===== src/assert_macros.svh =====
// Assertion macros shared by the blocklist table RTL.
`ifndef ASSERT_MACROS_SVH
`define ASSERT_MACROS_SVH
`ifndef NO_ASSERTIONS
`define ASSERT_ALWAYS(lbl, clk, rst_n, cond) \
    lbl: assert property (@(posedge clk) disable iff (!(rst_n)) (cond)) \
        else $error("assertion failed");
`define ASSERT_IMPLIES(lbl, clk, rst_n, ante, cons) \
    lbl: assert property (@(posedge clk) disable iff (!(rst_n)) (ante) |-> (cons)) \
        else $error("assertion failed");
`define ASSERT_NEXT(lbl, clk, rst_n, ante, cons) \
    lbl: assert property (@(posedge clk) disable iff (!(rst_n)) (ante) |=> (cons)) \
        else $error("assertion failed");
`else
`define ASSERT_ALWAYS(lbl, clk, rst_n, cond)
`define ASSERT_IMPLIES(lbl, clk, rst_n, ante, cons)
`define ASSERT_NEXT(lbl, clk, rst_n, ante, cons)
`endif
`endif


===== src/ipmbl_pkg.sv =====
// Types and constants shared by the blocklist table modules.
`default_nettype none
package ipmbl_pkg;

    localparam int IN_TDATA_W  = 88;
    localparam int OUT_TDATA_W = 8;

    typedef enum logic [1:0] {
        OP_CLEAR   = 2'd0,
        OP_ADD_IP  = 2'd1,
        OP_ADD_MAC = 2'd2,
        OP_LOOKUP  = 2'd3
    } t_op;

    typedef struct packed {
        t_op         op;
        logic [31:0] ip;
        logic [47:0] mac;
        logic        ip_present;
    } t_cmd;

endpackage
`default_nettype wire


===== src/ipmbl_front.sv =====
// Front end: accepts and decodes items into a two-entry command queue.
`default_nettype none
`include "assert_macros.svh"
module ipmbl_front (
    input  wire                                 i_clk,
    input  wire                                 i_rst_n,
    input  wire                                 i_tvalid,
    output logic                                o_tready,
    input  wire  [ipmbl_pkg::IN_TDATA_W-1:0]    i_tdata,
    output logic                                o_cmd_valid,
    output ipmbl_pkg::t_cmd                     o_cmd,
    input  wire                                 i_cmd_pop
);
    import ipmbl_pkg::*;

    t_cmd       r_q [2];
    logic       r_wptr, r_rptr;
    logic [1:0] r_cnt;
    t_cmd       in_cmd;
    logic       push;

    always_comb begin
        in_cmd.op         = t_op'(i_tdata[1:0]);
        in_cmd.ip         = i_tdata[33:2];
        in_cmd.mac        = i_tdata[81:34];
        in_cmd.ip_present = i_tdata[82];
    end

    assign o_tready    = (r_cnt != 2'd2);
    assign push        = i_tvalid && o_tready;
    assign o_cmd_valid = (r_cnt != 2'd0);
    assign o_cmd       = r_q[r_rptr];

    always_ff @(posedge i_clk) begin
        if (push) begin
            r_q[r_wptr] <= in_cmd;
        end
    end

    always_ff @(posedge i_clk) begin
        if (!i_rst_n) begin
            r_wptr <= 1'b0;
            r_rptr <= 1'b0;
            r_cnt  <= 2'd0;
        end else begin
            if (push) begin
                r_wptr <= ~r_wptr;
            end
            if (i_cmd_pop) begin
                r_rptr <= ~r_rptr;
            end
            unique case ({push, i_cmd_pop})
                2'b10:   r_cnt <= r_cnt + 2'd1;
                2'b01:   r_cnt <= r_cnt - 2'd1;
                default: r_cnt <= r_cnt;
            endcase
        end
    end

    `ASSERT_ALWAYS(a_cnt_bound, i_clk, i_rst_n, r_cnt <= 2'd2)
    `ASSERT_IMPLIES(a_pop_nonempty, i_clk, i_rst_n, i_cmd_pop, r_cnt != 2'd0)
    `ASSERT_NEXT(a_push_counts, i_clk, i_rst_n, push && !i_cmd_pop, r_cnt == $past(r_cnt) + 2'd1)

endmodule
`default_nettype wire


===== config.mk =====
export PLATFORM = sky130hd
export DESIGN_NAME = ipmbl_front
export DESIGN_NICKNAME = d
export VERILOG_FILES = /design/src/ipmbl_pkg.sv /design/src/ipmbl_front.sv
export VERILOG_INCLUDE_DIRS = /design/src /design/src/src
export SDC_FILE = /design/constraint.sdc
export NUM_CORES = 1
export LEC_CHECK = 0
export ABC_AREA = 1
export BUFFER_PORTS_ARGS = -buffer_cell sky130_fd_sc_hd__clkbuf_2
export CORE_MARGIN = 1.5
export CORE_UTILIZATION = 55
export DETAILED_ROUTE_END_ITERATION = 10
export HOLD_SLACK_MARGIN = 0.1
export PLACE_DENSITY_LB_ADDON = 0.05
export SLEW_MARGIN = 10
export SYNTH_ARGS = -nofsm -noshare
export SYNTH_HDL_FRONTEND = slang
export SYNTH_SLANG_ARGS = --single-unit

===== constraint.sdc =====
create_clock -name i_clk -period 9.9 [get_ports i_clk]
set_input_delay 1.485 -clock i_clk [delete_from_list [all_inputs] [get_ports i_clk]]
set_output_delay 1.485 -clock i_clk [all_outputs]
set_load 0.05 [all_outputs]

==> results by group <==
Status
  • Status: complete, but fails checks
  • Violated checks: DRC

Route
  • Final ANT Viol Nets: 0
  • DR WL/cell: 17.2 um
  • DRT Wirelength: 10.9 mm
  • DRC: 14
  • Drt pass-1 iters: 9
  • Vias: 3202
  • Drt initial violations: around 260
  • Via density: 5.06

Synth
  • Syn_area_per_cell: 22.5 um2
  • Post-synthesis sequential area ratio: 0.775
  • Synth warn: 0
  • Syn Inst Count: 292
  • Area contributors post-synth: edfxtp_1 (76%), mux2_4 (16%), mux2_2 (2.2%)
  • Synth top area share: 0.759
  • Yosys cell types: 15
  • Count of state elements after synthesis: 171
  • Post-synthesis net count: 385
  • Syn Std Cell Area: between 6000 and 7000 um2
  • Largest area contributor in the netlist: edfxtp_1

Clock tree
  • Worst-Skew Late Latency: 410 ps
  • Clock sink count: 171
  • Post-cts sizing count: 0
  • CTS tree: done
  • Cts bufs inserted: 17
  • Clock-pin slew on the worst setup and hold paths: 60 ps
  • Clock root buffer: clkbuf_16
  • Post-CTS Setup Bufs: 0
  • Clock tree buffer depth: 2
  • Cts hold-fix bufs: 0
  • CTS HTree Levels: 4

Layout
  • Layout cells sized above 1: 0.594
  • Fill count: ~770
  • Design Area, Final: 8070 um2
  • Nets: 570
  • P&R area growth vs syn: 23.0%
  • N_diodes: 0

Power and ir drop
  • Cell-internal power: 1.35 mW
  • Leakage: 3.26 nW
  • Clock power frac: 0.349
  • Sw Share: 0.266
  • Worst vdd ir: about 0.17 mV
  • Seq pwr share: 0.479
  • Combinational share of power: 0.172
  • Power Density: ~230 nW/um2
  • Psw: 487 uW

Placement
  • Placed cell area: around 7500 um2
  • Placer Congestion: 0.765
  • DP HPWL: 7.09 mm
  • Pre-CTS setup slack: 6130 ps
  • Number of port buffers: 171

Worst setup path
  • CP required: 8420 ps
  • CP Launch Type: flip-flop
  • Source of the worst register-to-register timing path: r_cnt[0]$_SDFFE_PN0P_
  • Reg-to-Reg End: r_q[1][63]$_DFFE_PP_
  • CP delay by family, top: buffers and inverters
  • CP max stage delay: 820 ps
  • WP buf/inv: 2
  • R2r worst-path depth: 5
  • CP cell instances: buf_4, mux2_2, clkbuf_2
  • WS Path Type: flip-flop to output pin
  • Critical-path top delay cell: buf_4
  • CP endpoint kind: output pin
  • CP Max Fanout: 50
  • R2r setup slk: 7260 ps
  • Crit path DAT: 2660 ps

Floorplanning
  • Row count: 39
  • Core ar.: 11500 um2
  • Height of the die: around 110 um
  • Die area: around 13000 um2
  • Number of top-level pins: 177
  • Initial core utilization: 0.570
  • Die W: 112 um

Job
  • Total of max-cap violations: 0

Timing
  • Final hold vios: 0
  • Worst Tran Pin Value: 1010 ps
  • Unrepaired setup endpoints after global routing: false
  • TNS Setup: 0 ps
  • Layout Skew: 4.28 ps
  • Worst setup margin: 5760 ps
  • Slew Viols, Final: 0
  • Achievable frequency: between 200 and 250 MHz
  • Post-layout min period: 4140 ps
  • Slew HR: 0.327
  • Period utilisation layout: 0.419
  • Final-report setup violation count: 0

Hold path
  • Hold crit path type: flip-flop to flip-flop
  • Worst Hold Depth: 2
  • Hold path startpoint: r_rptr$_SDFFE_PN0P_
  • Hold Path End: r_rptr$_SDFFE_PN0P_

GRT
  • First-pass GRT wire length: roughly 17 mm
  • Largest net degree at the start of global routing: 51
  • Grt ovf: 0
  • Total track usage: 0.184
  • Initial antenna violation count: 0
  • Vias in the first global route: 3407
==> synth_stat cells, drive strengths merged <==
cell type  number
edfxtp        166
mux2           83
nand2          10
nor2           10
buf             9
dfxtp           5
inv             4
a21oi           1
ha              1
nand4           1
o21ai           1
or2             1
==> placed cells by master, fill, tap and decap left out, drive strengths merged <==
master	count
buf	4
clkinv	8
mux2	83
inv	4
nand2	10
clkbuf	189
clkinvlp	3
a21oi	1
bufinv	3
o21ai	1
nor2	10
nand4	1
ha	1
or2	1
edfxtp	166
dfxtp	5
==> power by group through the flow <==
stage	logic [mW]	clock network, mW	registers, mW
floorplan	0.258	0	0.890
global placement	0.315	0	0.889
detailed placement	0.318	0	0.894
CTS	0.319	0.658	0.879
global route	0.331	0.686	0.883
finish	0.316	0.641	0.878
==> cell families after synthesis <==
logic type / count (synthesis) / synth area share
adder cells (fa/ha/maj): 1 / 0.00191
AO/OA/AOI/OAI: 2 / 0.00152
multiplexers: 83 / 0.182
AND/OR/NAND/NOR: 22 / 0.0133
buffers and inverters: 13 / 0.0261
flip-flops: 171 / 0.775
==> sequential cells by signal (all words and copies together) (netlist names), named ones only <==
name    flops
r_cnt       2
r_q       166
r_wptr      1
r_rptr      1
==> through the flow <==
stage | std cells | util | power, mW | hold slack (ps)
floorplan | 292 | - | 1.15 | 463
global placement | 601 | 0.650 | 1.20 | 477
detailed placement | 601 | 0.650 | 1.21 | 505
CTS | 633 | 0.701 | 1.86 | 520
global route | 633 | 0.701 | 1.90 | 587
finish | 633 | 0.701 | 1.84 | 515
==> cell type report <==
| class | count | area, um2 | area share |
|---|---|---|---|
| Inverter | 4 | 15.0 | 0.00186 |
| Tap cell | 143 | 179 | 0.0222 |
| Multi-Input combinational cell | 108 | 1320 | 0.164 |
| Clock buffer | 18 | 429 | 0.0532 |
| Clock inverter | 14 | 154 | 0.0191 |
| Timing Repair Buffer | 175 | 886 | 0.110 |
| Sequential cell | 171 | 5090 | 0.630 |
==> worst reg2reg max path, delay by kind of cell, from the launching register on <==
| kind | cells | cell delay (ps) |
|---|---|---|
| simple gates | 3 | 1080 |
| buf+inv | 2 | 810 |
| flops | 1 | 370 |
==> worst max-delay path by stage <==
stage / cells past startpoint / to / slack (ps)
finish: 3 / o_cmd[79] / 5760
global route: 3 / o_cmd[82] / 5590
CTS: 3 / o_cmd[82] / 5670
detailed placement: 3 / o_cmd[82] / 6130
global placement: 3 / o_cmd[79] / 6120
floorplan: 2 / r_q[1][0]$_DFFE_PP_ / 4270
==> metal layers <==
metal / track usage / up-vias / routed length, um
met2: 0.316 / 116 / 5700
met5: 0 / - / 0
met1: 0.200 / 1569 / 4100
met3: 0.0896 / 9 / 974
li1: - / 1508 / -
met4: 0.0633 / 0 / 112
No activity file was read; power rests on OpenSTA's default activity.
